### config.mk
export PLATFORM = sky130hd
export DESIGN_NAME = line_pixel_generator_flat
export DESIGN_NICKNAME = d
export VERILOG_FILES = /design/src/rtl/core/lpg_pkg.sv /design/src/rtl/core/lpg_if.sv /design/src/rtl/core/lpg_setup.sv /design/src/rtl/core/lpg_walker.sv /design/src/rtl/core/line_pixel_generator.sv /design/src/flat_wrapper.sv
export SDC_FILE = /design/constraint.sdc
export NUM_CORES = 1
export LEC_CHECK = 0
export ABC_AREA = 1
export BUFFER_PORTS_ARGS = -buffer_cell sky130_fd_sc_hd__buf_4
export CORE_AREA = 2 2 168 170
export CTS_BUF_LIST = sky130_fd_sc_hd__clkbuf_8
export DETAILED_ROUTE_END_ITERATION = 6
export DIE_AREA = 0 0 170 172
export PLACE_DENSITY = 0.69
export SLEW_MARGIN = 20
export SYNTH_ARGS = -nofsm -noshare
export SYNTH_HDL_FRONTEND = slang
export SYNTH_HIERARCHICAL = 1
export SYNTH_SLANG_ARGS = --single-unit
### constraint.sdc
create_clock -name clk -period 5.2 [get_ports clk]
set_input_delay 0.52 -clock clk [delete_from_list [all_inputs] [get_ports clk]]
set_output_delay 0.52 -clock clk [all_outputs]
set_load 0.05 [all_outputs]
### src/rtl/core/lpg_pkg.sv
// Package for the line pixel generator.
// Holds the transaction mode code shared by the channel interface and the core modules.
package lpg_pkg;

    typedef enum logic {
        MODE_LOAD    = 1'b0,
        MODE_ADVANCE = 1'b1
    } mode_t;

endpackage

### src/rtl/core/lpg_if.sv
// Channel interfaces of the line pixel generator: command input and pixel output.
// Depends on lpg_pkg for the mode type.
interface lpg_cmd_if #(
    parameter int COORD_BITS = 12
);
    logic                         valid;
    logic                         ready;
    lpg_pkg::mode_t               mode;
    logic signed [COORD_BITS-1:0] start_x;
    logic signed [COORD_BITS-1:0] start_y;
    logic signed [COORD_BITS-1:0] end_x;
    logic signed [COORD_BITS-1:0] end_y;

    modport source (
        output valid, mode, start_x, start_y, end_x, end_y,
        input  ready
    );

    modport sink (
        input  valid, mode, start_x, start_y, end_x, end_y,
        output ready
    );
endinterface

interface lpg_pix_if #(
    parameter int COORD_BITS = 12
);
    logic                         valid;
    logic                         ready;
    logic signed [COORD_BITS-1:0] pixel_x;
    logic signed [COORD_BITS-1:0] pixel_y;
    logic                         last_pixel;

    modport source (
        output valid, pixel_x, pixel_y, last_pixel,
        input  ready
    );

    modport sink (
        input  valid, pixel_x, pixel_y, last_pixel,
        output ready
    );
endinterface

### src/rtl/core/lpg_setup.sv
// Line setup logic: picks the major axis, orders the endpoints and forms the initial error.
// Purely combinational; used by lpg_walker on a load transaction.
module lpg_setup #(
    parameter int COORD_BITS = 12
) (
    input  logic signed [COORD_BITS-1:0] start_x,
    input  logic signed [COORD_BITS-1:0] start_y,
    input  logic signed [COORD_BITS-1:0] end_x,
    input  logic signed [COORD_BITS-1:0] end_y,
    output logic                         x_is_major,
    output logic signed [COORD_BITS-1:0] major_start,
    output logic signed [COORD_BITS-1:0] minor_start,
    output logic signed [COORD_BITS-1:0] major_stop,
    output logic        [COORD_BITS:0]   major_delta,
    output logic        [COORD_BITS:0]   minor_delta,
    output logic                         minor_step_down,
    output logic signed [COORD_BITS+3:0] error_init
);
    localparam int CW = COORD_BITS;
    localparam int DW = COORD_BITS + 1;

    logic signed [DW-1:0] dx;
    logic signed [DW-1:0] dy;
    logic        [DW-1:0] abs_dx;
    logic        [DW-1:0] abs_dy;
    logic signed [DW-1:0] d_major;
    logic signed [DW-1:0] d_minor;
    logic                 swap;

    always_comb
    begin
        dx     = $signed({end_x[CW-1], end_x}) - $signed({start_x[CW-1], start_x});
        dy     = $signed({end_y[CW-1], end_y}) - $signed({start_y[CW-1], start_y});
        abs_dx = dx[DW-1] ? DW'(-dx) : DW'(dx);
        abs_dy = dy[DW-1] ? DW'(-dy) : DW'(dy);

        x_is_major = (abs_dy < abs_dx);
        d_major    = x_is_major ? dx : dy;
        d_minor    = x_is_major ? dy : dx;
        swap       = d_major[DW-1];

        if (x_is_major)
        begin
            major_start = swap ? end_x : start_x;
            major_stop  = swap ? start_x : end_x;
            minor_start = swap ? end_y : start_y;
            major_delta = abs_dx;
            minor_delta = abs_dy;
        end
        else
        begin
            major_start = swap ? end_y : start_y;
            major_stop  = swap ? start_y : end_y;
            minor_start = swap ? end_x : start_x;
            major_delta = abs_dy;
            minor_delta = abs_dx;
        end

        minor_step_down = (d_minor != '0) && (d_minor[DW-1] ^ swap);
        error_init      = $signed({2'b00, minor_delta, 1'b0}) - $signed({3'b000, major_delta});
    end
endmodule

### src/rtl/core/lpg_walker.sv
// Line state registers, Bresenham step logic and the pixel result register.
// Depends on lpg_pkg, lpg_if (pixel channel) and lpg_setup.
module lpg_walker #(
    parameter int COORD_BITS = 12
) (
    input  logic                         clk,
    input  logic                         rst_n,
    input  logic                         step_en,
    input  lpg_pkg::mode_t               mode,
    input  logic signed [COORD_BITS-1:0] start_x,
    input  logic signed [COORD_BITS-1:0] start_y,
    input  logic signed [COORD_BITS-1:0] end_x,
    input  logic signed [COORD_BITS-1:0] end_y,
    output logic                         can_take,
    lpg_pix_if.source                    pixel
);
    import lpg_pkg::*;

    localparam int CW = COORD_BITS;
    localparam int DW = COORD_BITS + 1;
    localparam int EW = COORD_BITS + 4;

    logic                 line_active_reg,     line_active_next;
    logic                 x_is_major_reg,      x_is_major_next;
    logic signed [CW-1:0] major_pos_reg,       major_pos_next;
    logic signed [CW-1:0] minor_pos_reg,       minor_pos_next;
    logic signed [CW-1:0] major_stop_reg,      major_stop_next;
    logic        [DW-1:0] major_delta_reg,     major_delta_next;
    logic        [DW-1:0] minor_delta_reg,     minor_delta_next;
    logic                 minor_step_down_reg, minor_step_down_next;
    logic signed [EW-1:0] error_term_reg,      error_term_next;

    logic                 out_valid_reg,       out_valid_next;
    logic signed [CW-1:0] pixel_x_reg,         pixel_x_next;
    logic signed [CW-1:0] pixel_y_reg,         pixel_y_next;
    logic                 last_pixel_reg,      last_pixel_next;

    logic                 su_x_is_major;
    logic signed [CW-1:0] su_major_start;
    logic signed [CW-1:0] su_minor_start;
    logic signed [CW-1:0] su_major_stop;
    logic        [DW-1:0] su_major_delta;
    logic        [DW-1:0] su_minor_delta;
    logic                 su_minor_step_down;
    logic signed [EW-1:0] su_error_init;

    logic                 load;
    logic                 advance;
    logic                 at_stop;
    logic signed [DW:0]   delta_diff;
    logic signed [EW-1:0] gain_diag;
    logic signed [EW-1:0] gain_straight;
    logic                 error_pos;

    lpg_setup #(
        .COORD_BITS (COORD_BITS)
    ) u_setup (
        .start_x         (start_x),
        .start_y         (start_y),
        .end_x           (end_x),
        .end_y           (end_y),
        .x_is_major      (su_x_is_major),
        .major_start     (su_major_start),
        .minor_start     (su_minor_start),
        .major_stop      (su_major_stop),
        .major_delta     (su_major_delta),
        .minor_delta     (su_minor_delta),
        .minor_step_down (su_minor_step_down),
        .error_init      (su_error_init)
    );

    assign can_take = !out_valid_reg || pixel.ready;

    always_comb
    begin
        load    = step_en && (mode == MODE_LOAD);
        advance = step_en && (mode == MODE_ADVANCE) && line_active_reg;
        at_stop = (major_pos_reg == major_stop_reg);

        delta_diff    = $signed({1'b0, minor_delta_reg}) - $signed({1'b0, major_delta_reg});
        gain_diag     = $signed({delta_diff[DW], delta_diff, 1'b0});
        gain_straight = $signed({2'b00, minor_delta_reg, 1'b0});
        error_pos     = !error_term_reg[EW-1] && (error_term_reg != '0);

        line_active_next     = line_active_reg;
        x_is_major_next      = x_is_major_reg;
        major_pos_next       = major_pos_reg;
        minor_pos_next       = minor_pos_reg;
        major_stop_next      = major_stop_reg;
        major_delta_next     = major_delta_reg;
        minor_delta_next     = minor_delta_reg;
        minor_step_down_next = minor_step_down_reg;
        error_term_next      = error_term_reg;

        if (load)
        begin
            line_active_next     = 1'b1;
            x_is_major_next      = su_x_is_major;
            major_pos_next       = su_major_start;
            minor_pos_next       = su_minor_start;
            major_stop_next      = su_major_stop;
            major_delta_next     = su_major_delta;
            minor_delta_next     = su_minor_delta;
            minor_step_down_next = su_minor_step_down;
            error_term_next      = su_error_init;
        end
        else if (advance)
        begin
            if (at_stop)
            begin
                line_active_next = 1'b0;
            end
            else
            begin
                if (error_pos)
                begin
                    minor_pos_next  = minor_step_down_reg ? CW'(minor_pos_reg - 1'b1)
                                                          : CW'(minor_pos_reg + 1'b1);
                    error_term_next = EW'(error_term_reg + gain_diag);
                end
                else
                begin
                    error_term_next = EW'(error_term_reg + gain_straight);
                end
                major_pos_next = CW'(major_pos_reg + 1'b1);
            end
        end
    end

    always_comb
    begin
        out_valid_next  = out_valid_reg && !pixel.ready;
        pixel_x_next    = pixel_x_reg;
        pixel_y_next    = pixel_y_reg;
        last_pixel_next = last_pixel_reg;
        if (advance)
        begin
            out_valid_next  = 1'b1;
            pixel_x_next    = x_is_major_reg ? major_pos_reg : minor_pos_reg;
            pixel_y_next    = x_is_major_reg ? minor_pos_reg : major_pos_reg;
            last_pixel_next = at_stop;
        end
    end

    always_ff @(posedge clk or negedge rst_n)
    begin
        if (!rst_n)
        begin
            line_active_reg     <= 1'b0;
            x_is_major_reg      <= 1'b0;
            major_pos_reg       <= '0;
            minor_pos_reg       <= '0;
            major_stop_reg      <= '0;
            major_delta_reg     <= '0;
            minor_delta_reg     <= '0;
            minor_step_down_reg <= 1'b0;
            error_term_reg      <= '0;
            out_valid_reg       <= 1'b0;
        end
        else
        begin
            line_active_reg     <= line_active_next;
            x_is_major_reg      <= x_is_major_next;
            major_pos_reg       <= major_pos_next;
            minor_pos_reg       <= minor_pos_next;
            major_stop_reg      <= major_stop_next;
            major_delta_reg     <= major_delta_next;
            minor_delta_reg     <= minor_delta_next;
            minor_step_down_reg <= minor_step_down_next;
            error_term_reg      <= error_term_next;
            out_valid_reg       <= out_valid_next;
        end
    end

    always_ff @(posedge clk)
    begin
        pixel_x_reg    <= pixel_x_next;
        pixel_y_reg    <= pixel_y_next;
        last_pixel_reg <= last_pixel_next;
    end

    assign pixel.valid      = out_valid_reg;
    assign pixel.pixel_x    = pixel_x_reg;
    assign pixel.pixel_y    = pixel_y_reg;
    assign pixel.last_pixel = last_pixel_reg;

    // The minor extent never exceeds the major extent of the loaded line.
    a_delta_order : assert property (@(posedge clk) disable iff (!rst_n)
        minor_delta_reg <= major_delta_reg)
        else $error("minor delta exceeds major delta");

    // While a line is active the walk has not passed its final major coordinate.
    a_within_line : assert property (@(posedge clk) disable iff (!rst_n)
        line_active_reg |-> (major_pos_reg <= major_stop_reg))
        else $error("major position passed the line end");

    // Emitting the final pixel ends the line and flags the result.
    a_last_ends_line : assert property (@(posedge clk) disable iff (!rst_n)
        (advance && at_stop) |=> (!line_active_reg && out_valid_reg && last_pixel_reg))
        else $error("final pixel did not end the line");

    // A load transaction starts a line and does not produce a pixel of its own.
    a_load_starts : assert property (@(posedge clk) disable iff (!rst_n)
        load |=> (line_active_reg && (out_valid_reg == ($past(out_valid_reg)
                                                         && !$past(pixel.ready)))))
        else $error("load transaction misbehaved");
endmodule

### src/rtl/core/line_pixel_generator.sv
// Top level of the line pixel generator: command input register and core instance.
// Depends on lpg_pkg, lpg_if and lpg_walker.
//
//  Channel | Dir | Payload                                   | Transfer
//  cmd     | in  | mode, start_x, start_y, end_x, end_y      | valid && ready
//  pixel   | out | pixel_x, pixel_y, last_pixel              | valid && ready
//
// One command transaction is taken per cycle while cmd.ready is high; an advance
// transaction passes through the input register and then the pixel register before its
// pixel is valid. The line state is updated in a single pass, so consecutive advances
// sustain one pixel per clock while the pixel output is not stalled. A stalled pixel
// output holds the command register, and cmd.ready drops only while that register is
// full and cannot move. rst_n clears the line and both valid flags.
module line_pixel_generator #(
    parameter int COORD_BITS = 12
) (
    input  logic    clk,
    input  logic    rst_n,
    lpg_cmd_if.sink cmd,
    lpg_pix_if.source pixel
);
    import lpg_pkg::*;

    localparam int CW = COORD_BITS;

    logic                 cmd_valid_reg, cmd_valid_next;
    mode_t                mode_reg;
    logic signed [CW-1:0] start_x_reg;
    logic signed [CW-1:0] start_y_reg;
    logic signed [CW-1:0] end_x_reg;
    logic signed [CW-1:0] end_y_reg;

    logic can_take;
    logic step_en;
    logic cmd_fire;

    assign step_en   = cmd_valid_reg && can_take;
    assign cmd.ready = !cmd_valid_reg || can_take;
    assign cmd_fire  = cmd.valid && cmd.ready;

    always_comb
    begin
        cmd_valid_next = cmd_valid_reg;
        if (cmd_fire)
        begin
            cmd_valid_next = 1'b1;
        end
        else if (step_en)
        begin
            cmd_valid_next = 1'b0;
        end
    end

    always_ff @(posedge clk or negedge rst_n)
    begin
        if (!rst_n)
        begin
            cmd_valid_reg <= 1'b0;
        end
        else
        begin
            cmd_valid_reg <= cmd_valid_next;
        end
    end

    always_ff @(posedge clk)
    begin
        if (cmd_fire)
        begin
            mode_reg    <= cmd.mode;
            start_x_reg <= cmd.start_x;
            start_y_reg <= cmd.start_y;
            end_x_reg   <= cmd.end_x;
            end_y_reg   <= cmd.end_y;
        end
    end

    lpg_walker #(
        .COORD_BITS (COORD_BITS)
    ) u_walker (
        .clk      (clk),
        .rst_n    (rst_n),
        .step_en  (step_en),
        .mode     (mode_reg),
        .start_x  (start_x_reg),
        .start_y  (start_y_reg),
        .end_x    (end_x_reg),
        .end_y    (end_y_reg),
        .can_take (can_take),
        .pixel    (pixel)
    );

    // The command register only refuses new transactions while it holds one it cannot pass on.
    a_ready_only_when_full : assert property (@(posedge clk) disable iff (!rst_n)
        !cmd.ready |-> (cmd_valid_reg && !can_take))
        else $error("command ready dropped without a blocked transaction");

    // A held command that cannot move stays in the register.
    a_cmd_held : assert property (@(posedge clk) disable iff (!rst_n)
        (cmd_valid_reg && !can_take) |=> cmd_valid_reg)
        else $error("blocked command transaction was lost");

    // A command moving on while none arrives leaves the register empty.
    a_cmd_drain : assert property (@(posedge clk) disable iff (!rst_n)
        (step_en && !cmd_fire) |=> !cmd_valid_reg)
        else $error("command register did not drain");
endmodule
### src/flat_wrapper.sv
// flat-port wrapper written by rule: the top's interface ports become plain ports
module line_pixel_generator_flat import lpg_pkg::*;
#(
    parameter int COORD_BITS = 12
)
  (clk, rst_n, cmd_valid, cmd_mode, cmd_start_x, cmd_start_y, cmd_end_x, cmd_end_y, cmd_ready, pixel_valid, pixel_pixel_x, pixel_pixel_y, pixel_last_pixel, pixel_ready);
  lpg_cmd_if #(.COORD_BITS(COORD_BITS)) cmd_i ();
  lpg_pix_if #(.COORD_BITS(COORD_BITS)) pixel_i ();
  input  logic clk;
  input  logic rst_n;
  input wire logic [$bits(cmd_i.valid)-1:0] cmd_valid;
  input wire logic [$bits(cmd_i.mode)-1:0] cmd_mode;
  input wire logic [$bits(cmd_i.start_x)-1:0] cmd_start_x;
  input wire logic [$bits(cmd_i.start_y)-1:0] cmd_start_y;
  input wire logic [$bits(cmd_i.end_x)-1:0] cmd_end_x;
  input wire logic [$bits(cmd_i.end_y)-1:0] cmd_end_y;
  output wire logic [$bits(cmd_i.ready)-1:0] cmd_ready;
  output wire logic [$bits(pixel_i.valid)-1:0] pixel_valid;
  output wire logic [$bits(pixel_i.pixel_x)-1:0] pixel_pixel_x;
  output wire logic [$bits(pixel_i.pixel_y)-1:0] pixel_pixel_y;
  output wire logic [$bits(pixel_i.last_pixel)-1:0] pixel_last_pixel;
  input wire logic [$bits(pixel_i.ready)-1:0] pixel_ready;
  assign cmd_i.valid = cmd_valid;
  assign cmd_i.mode = cmd_mode;
  assign cmd_i.start_x = cmd_start_x;
  assign cmd_i.start_y = cmd_start_y;
  assign cmd_i.end_x = cmd_end_x;
  assign cmd_i.end_y = cmd_end_y;
  assign cmd_ready = cmd_i.ready;
  assign pixel_valid = pixel_i.valid;
  assign pixel_pixel_x = pixel_i.pixel_x;
  assign pixel_pixel_y = pixel_i.pixel_y;
  assign pixel_last_pixel = pixel_i.last_pixel;
  assign pixel_i.ready = pixel_ready;
  line_pixel_generator #(.COORD_BITS(COORD_BITS)) u_core (.clk(clk), .rst_n(rst_n), .cmd(cmd_i), .pixel(pixel_i));
endmodule
; Word-level counts from Yosys, hierarchy flattened
; Cells that the tools add are included.
[totals]
output_inout_bits = 27
wordCells = 91
inputBits = 53
regBits = 157
[classes]
muxes = 33
order_cmp = 1
eq_ne = 2
bitwise = 2
add_sub_neg = 11
reduce_logical = 23
[ops]
columns = operator, n
row1 = 2-to-1 mux 12 bit, 17
row2 = 2-to-1 mux 13 bit, 6
row3 = 2-to-1 mux 16 bit, 4
row4 = adder 16 x 15 -> 16 bit, 2
row5 = negator 13 bit, 2
row6 = subtractor 12 x 12 -> 13 bit, 2
row7 = adder 12 x 1 -> 12 bit (second input constant), 2
row8 = nonzero test 16 bit, 1
row9 = subtractor 14 x 13 -> 15 bit, 1
row10 = subtractor 13 x 13 -> 14 bit, 1
row11 = less-than comparator 13 bit, 1
row12 = nonzero test 13 bit, 1
row13 = == test 12 bit, 1
row14 = subtractor 12 x 1 -> 12 bit (second input constant), 1
row15 = logical AND 1 bit, 8
row16 = nonzero test 2 bit, 4
row17 = 2-to-1 mux 1 bit, 6
row18 = zero test 1 bit, 4
row19 = AND reduction 2 bit, 2
row20 = AND reduction 3 bit, 1
row21 = logical OR 1 bit, 2
row22 = != test 2 bit (second input constant), 1
row23 = NOT 1 bit, 1
row24 = bitwise XOR 1 bit, 1

; Depth between registers and ports, before layout
[depth]
depth_word = 8
depth_mapped = 46
depth_no_buf = 43

; Hierarchy
; The synthesis kept the hierarchy.
[modules_own_cells]
columns = mod, n_inst, area_each_um2, seq_area_each_um2, cells_per_inst
row1 = lpg_walker, 1, 7173.1, 2802.7, 965
row2 = lpg_setup, 1, 4790.8, 0.0, 958
row3 = line_pixel_generator, 1, 1524.0, 1496.4, 57

; Worst setup path after synthesis
; OpenSTA, ideal clock, no wires.
[synth_timing]
kind = register to register
from = register u_core.start_x_reg[0]
to = register u_core.u_walker.error_term_reg[15]
path_slack_ps = -417
path_stages_with_launch = 46
arrival_time_ps = 5501
t_required_ps = 5084
path_cell_list = edfxtp_1 > ha_1 > fa_1 > inv_1 > nand3_1 > nand2_2 > nand2_2 > nand2_1 > nand2_1 > nand2_2 > xor2_2 > buf_6 > inv_2 > nor2_1 > xor2_1 > ha_1 > nand2_1 > nor2_1 > (+10 left out) > buf_6 > inv_2 > clkbuf_1 > nand2_1 > o21ai_0 > fa_1 > a21oi_1 > a21oi_2 > nand2_1 > nand3_1 > nand2_1 > nor2_1 > nor2_1 > buf_4 > nor2_1 > nor2_1 > nand2_1 > nand2_1
[synth_via]
elab_chain_cells = 7
word_cells_on_any_way = 8
cone_classes = add/sub (3) / order compare (1) / mux (4)
[synth_rtl]
columns = element, line_no
row1 = "start, declared", line_pixel_generator.sv:28  ; logic signed [CW-1:0] start_x_reg;
row2 = "start signal, assigned", line_pixel_generator.sv:71  ; start_x_reg <= cmd.start_x;
row3 = subtractor 12 x 12 -> 13 bit (*), lpg_setup.sv:32  ; dx = $signed({end_x[CW-1], end_x}) - $signed({start_x[CW-1], start_x});
row4 = negator 13 bit, lpg_setup.sv:34  ; abs_dx = dx[DW-1] ? DW'(-dx) : DW'(dx);
row5 = 2-to-1 mux 13 bit (*), lpg_setup.sv:34
row6 = less-than comparator 13 bit, lpg_setup.sv:37  ; x_is_major = (abs_dy < abs_dx);
row7 = 2-to-1 mux 13 bit, lpg_setup.sv:42  ; if (x_is_major)
row8 = subtractor 14 x 13 -> 15 bit (*), lpg_setup.sv:60  ; error_init = $signed({2'b00, minor_delta, 1'b0}) - $signed({3'b000, major_delta});
row9 = net u_core.u_walker.su_error_init[14], lpg_walker.sv:45  ; logic signed [EW-1:0] su_error_init;
row10 = 2-to-1 mux 16 bit (*), lpg_walker.sv:95  ; if (load)
row11 = "end signal, assigned", lpg_walker.sv:170  ; error_term_reg <= error_term_next;
row12 = "end, declared", lpg_walker.sv:31  ; logic signed [EW-1:0] error_term_reg, error_term_next;
; Mark *: on every way through the listed nets, which the timed path passes. The rest lies on a longest branch.
; A chain may end at the register's enable or synchronous reset.

; Worst setup path after layout
[layout_timing]
from = register u_core.start_x_reg[0]
to = register u_core.u_walker.error_term_reg[8]
[layout_via]
elab_chain_cells = 7
word_cells_on_any_way = 8
cone_classes = add/sub (3) / order compare (1) / mux (4)
[layout_rtl]
columns = element, line_no
row1 = subtractor 12 x 12 -> 13 bit (*), lpg_setup.sv:32
row2 = negator 13 bit, lpg_setup.sv:34
row3 = 2-to-1 mux 13 bit (*), lpg_setup.sv:34
row4 = less-than comparator 13 bit (*), lpg_setup.sv:37
row5 = net u_core.u_walker.su_x_is_major, lpg_walker.sv:38  ; logic su_x_is_major;
row6 = 2-to-1 mux 13 bit, lpg_setup.sv:42
row7 = subtractor 14 x 13 -> 15 bit (*), lpg_setup.sv:60
row8 = net u_core.u_walker.su_error_init[8], lpg_walker.sv:45
row9 = 2-to-1 mux 16 bit (*), lpg_walker.sv:95
; Marked as above.

==> flow_summary.toml <==
[synthesis]
synth.avg_cell_area_um2 = 6.81
synth_top_flop_cell = "dfrtp_1"
postSynth.asyncResetShare_pct = 52.9
synth-compound-area-share_pct = 12.2
synth_most_common_cell = "nand2_1"
syn_inst = 1980
synth_top_family_by_area = "simple AND/OR/NAND/NOR gates"
yosys_warnings = 6
syn_nets = 2120
yosys.area.top_type = "nand2_1"
synth-edff-count = 74
synth_area_um2 = 13500
synth.top_cell.area_share_pct = 18.9
synth_xor_area_share_pct = 4.40
synth_fa_ha_area_share_pct = 8.40
yosysUniqueCellTypes = 46
synth_commonest_cells = "nand2_1 (679), inv_1 (233), o21ai_0 (142), nand3_1 (137), nor2_1 (131)"
synth.area.mux_share_pct = 0
synth.top_cells.by_area = "nand2_1 (19%), edfxtp_1 (16%), dfrtp_1 (15%)"
yosys.area_share.simple_pct = 33.3
ys_seq_elements = 157
yosysSeqAreaShare_pct = 31.9

[drt]
drc = 0
final_antenna_net_count = 0
wl_mm = 43.1
via_per_inst = 5.49
drtIter0Drc = 1326
drt-pass1-iter-count = 5
num_vias = 13935
wire_per_inst_um = 17.0

[clock_tree]
cts_tree = "built"
numCtsBuffers = 17
cts-root-buf = "clkbuf_8"
worst_skew_pair.late_latency_ns = 0.50
cts.htree.levels = 4
cts.sinks = 157
clk_pin_slew_ns = 0.12
clock_path_buffers = 2

[worst_setup_path]
crit_path_end_kind = "flip-flop"
cp_top_family = "simple AND/OR/NAND/NOR gates"
path_class = "flip-flop to flip-flop"
critPathSlowestCell = "edfxtp_1"
cp.arrival_ns = 5.93
critPathRequiredTime_ns = 5.60
start_kind = "flip-flop"
ff2ff_setup_slack_ns = -0.33
cpPeakStageDelay_ns = 0.45
rr_endpoint = "u_core/u_walker/error_term_reg[8]$_DFFE_PN0P_"
worst-path-max-fanout = 8
r2r_cells = 37
r2r-start = "u_core/start_x_reg[0]$_DFFE_PP_"
crit_buf_inv = 10

[floorplan]
die_w_um = 170
die-area_um2 = 29200
start_util_pct = 49.1
die_h_um = 172
io_pins = 80
rows = 61
design.core.area_um2 = 27500

[status]
violations = "negative setup slack"
status = "finished with violations"

[sta]
fmax_mhz = 181
period_minus_slack_ns = 5.53
fin_ws_ns = -0.329
finClkSkew_ns = 0.0349
finalSetupViolCount = 44
tightest_slew_ns = 1.05
drv_slew = 0
rsz0062_at_grt = "yes"
fin_crit_sh_pct = 106
finalHoldViolCount = 0
holdWs_ns = 0.187
slew_headroom_pct = 30.2

[flow_run]
drv_cap = 0

[layout]
final_cells = 2536
n_antenna_cell = 0
nNetsFinal = 2317
fin_util_pct = 63.2
areaGrowthSynthToFinish_pct = 28.8
drive_gt1_share_pct = 26.8
largest_reg_flops = 16

[min_path]
hp-class = "input pin to flip-flop"
hold_start = "cmd_end_x[11]"
min_to = "u_core/end_x_reg[11]$_DFFE_PP_"
hold_depth = 1

[grt]
grt_pass1_wl_mm = 63.4
grt_overflow = 0
grt_pass1_vias = 12427
grt_max_degree = 92
antenna_found_initial = 0
grtUsageTotal_pct = 27.4

[place]
placement.io_buffers = 79
preCtsSetupSlack_ns = -0.274
hpwl_mm = 30.5
place_inst = 2424
globalplace.congestion = 1.00
## logic make-up after synthesis
group	count (synthesis)
compound gates	298
xor+xnor	66
fa+ha+maj	87
buf+inv	315
flops	157
simple gates	1057
## metal layers
metal  track usage [%]  vias to the layer above  share of wire (%)
li1                  -                     6774                  -
met1              37.6                     6488                 43
met2              45.5                      553                 47
met3              3.23                      120                5.8
met4              8.77                        0                3.4
met5                 0                        -                  0
## cell type report
type	count	area [um^2]
clock buffer	17	234
tap	346	433
sequential	157	4300
timing repair inverter	1	7.51
inverter	247	950
clock inverter	15	225
timing repair buffer	244	2170
multi-input combinational	1509	9060
fill	2380	10100
## worst max-delay path by stage
stage | from | endpoint | slack, ns | cells after the start
after floorplan | u_core/start_x_reg[0]$_DFFE_PP_ | u_core/u_walker/error_term_reg[15]$_DFFE_PN0P_ | -0.06 | 43
after global placement | u_core/start_y_reg[0]$_DFFE_PP_ | u_core/u_walker/error_term_reg[12]$_DFFE_PN0P_ | -0.1 | 34
after detailed placement | u_core/start_x_reg[0]$_DFFE_PP_ | u_core/u_walker/error_term_reg[14]$_DFFE_PN0P_ | -0.27 | 39
after CTS | u_core/start_x_reg[0]$_DFFE_PP_ | u_core/u_walker/error_term_reg[14]$_DFFE_PN0P_ | -0.04 | 41
after global routing | u_core/start_x_reg[10]$_DFFE_PP_ | u_core/u_walker/error_term_reg[14]$_DFFE_PN0P_ | -0.59 | 37
final | u_core/start_x_reg[0]$_DFFE_PP_ | u_core/u_walker/error_term_reg[8]$_DFFE_PN0P_ | -0.33 | 37
## timing repair
action	in CTS	in global routing
cloned	1	10
setup endpoints to repair	18	50
endpoints found under the hold margin	27	0
hold buffers	1	0
pin swaps	40	131
setup buffers	29	41
resized for setup	39	317
## worst register-to-register path, delay by kind of cell (launching register included)
| family | cells | cell delay [ns] |
|---|---|---|
| flip-flops | 1 | 0.45 |
| AND/OR/NAND/NOR | 15 | 1.35 |
| buffers and inverters | 10 | 1.18 |
| AO/OA/AOI/OAI | 6 | 0.72 |
| XOR/XNOR | 2 | 0.52 |
| adder cells (fa/ha/maj) | 4 | 1.22 |
## placed cells by master (no fill, tap or decap), types with 15 or more instances in the layout
cell type / n
a21oi_1: 77
buf_4: 209
buf_6: 15
clkbuf_8: 17
dfrtp_1: 83
edfxtp_1: 74
ha_1: 70
inv_1: 220
inv_2: 21
nand2_1: 604
nand2_2: 78
nand2_4: 26
nand3_1: 127
nand3_2: 22
nand4_1: 26
nor2_1: 106
nor2_2: 15
nor2_4: 21
o21ai_0: 79
o21ai_1: 38
o21ai_2: 41
o21ai_4: 19
xnor2_1: 23
xor2_1: 30
## per-stage QoR
stage	setup TNS [ns]	instance area, um^2
2_1_floorplan	-0.0572	13600
3_3_place_gp	-0.205	14900
3_5_place_dp	-1.68	14900
4_1_cts	-0.0820	15800
5_1_grt	-19.32	17400
6_report	-7.39	17400
Power is not shown: default switching activity piles up to over one toggle a cycle in this logic, so the estimate is an artifact.
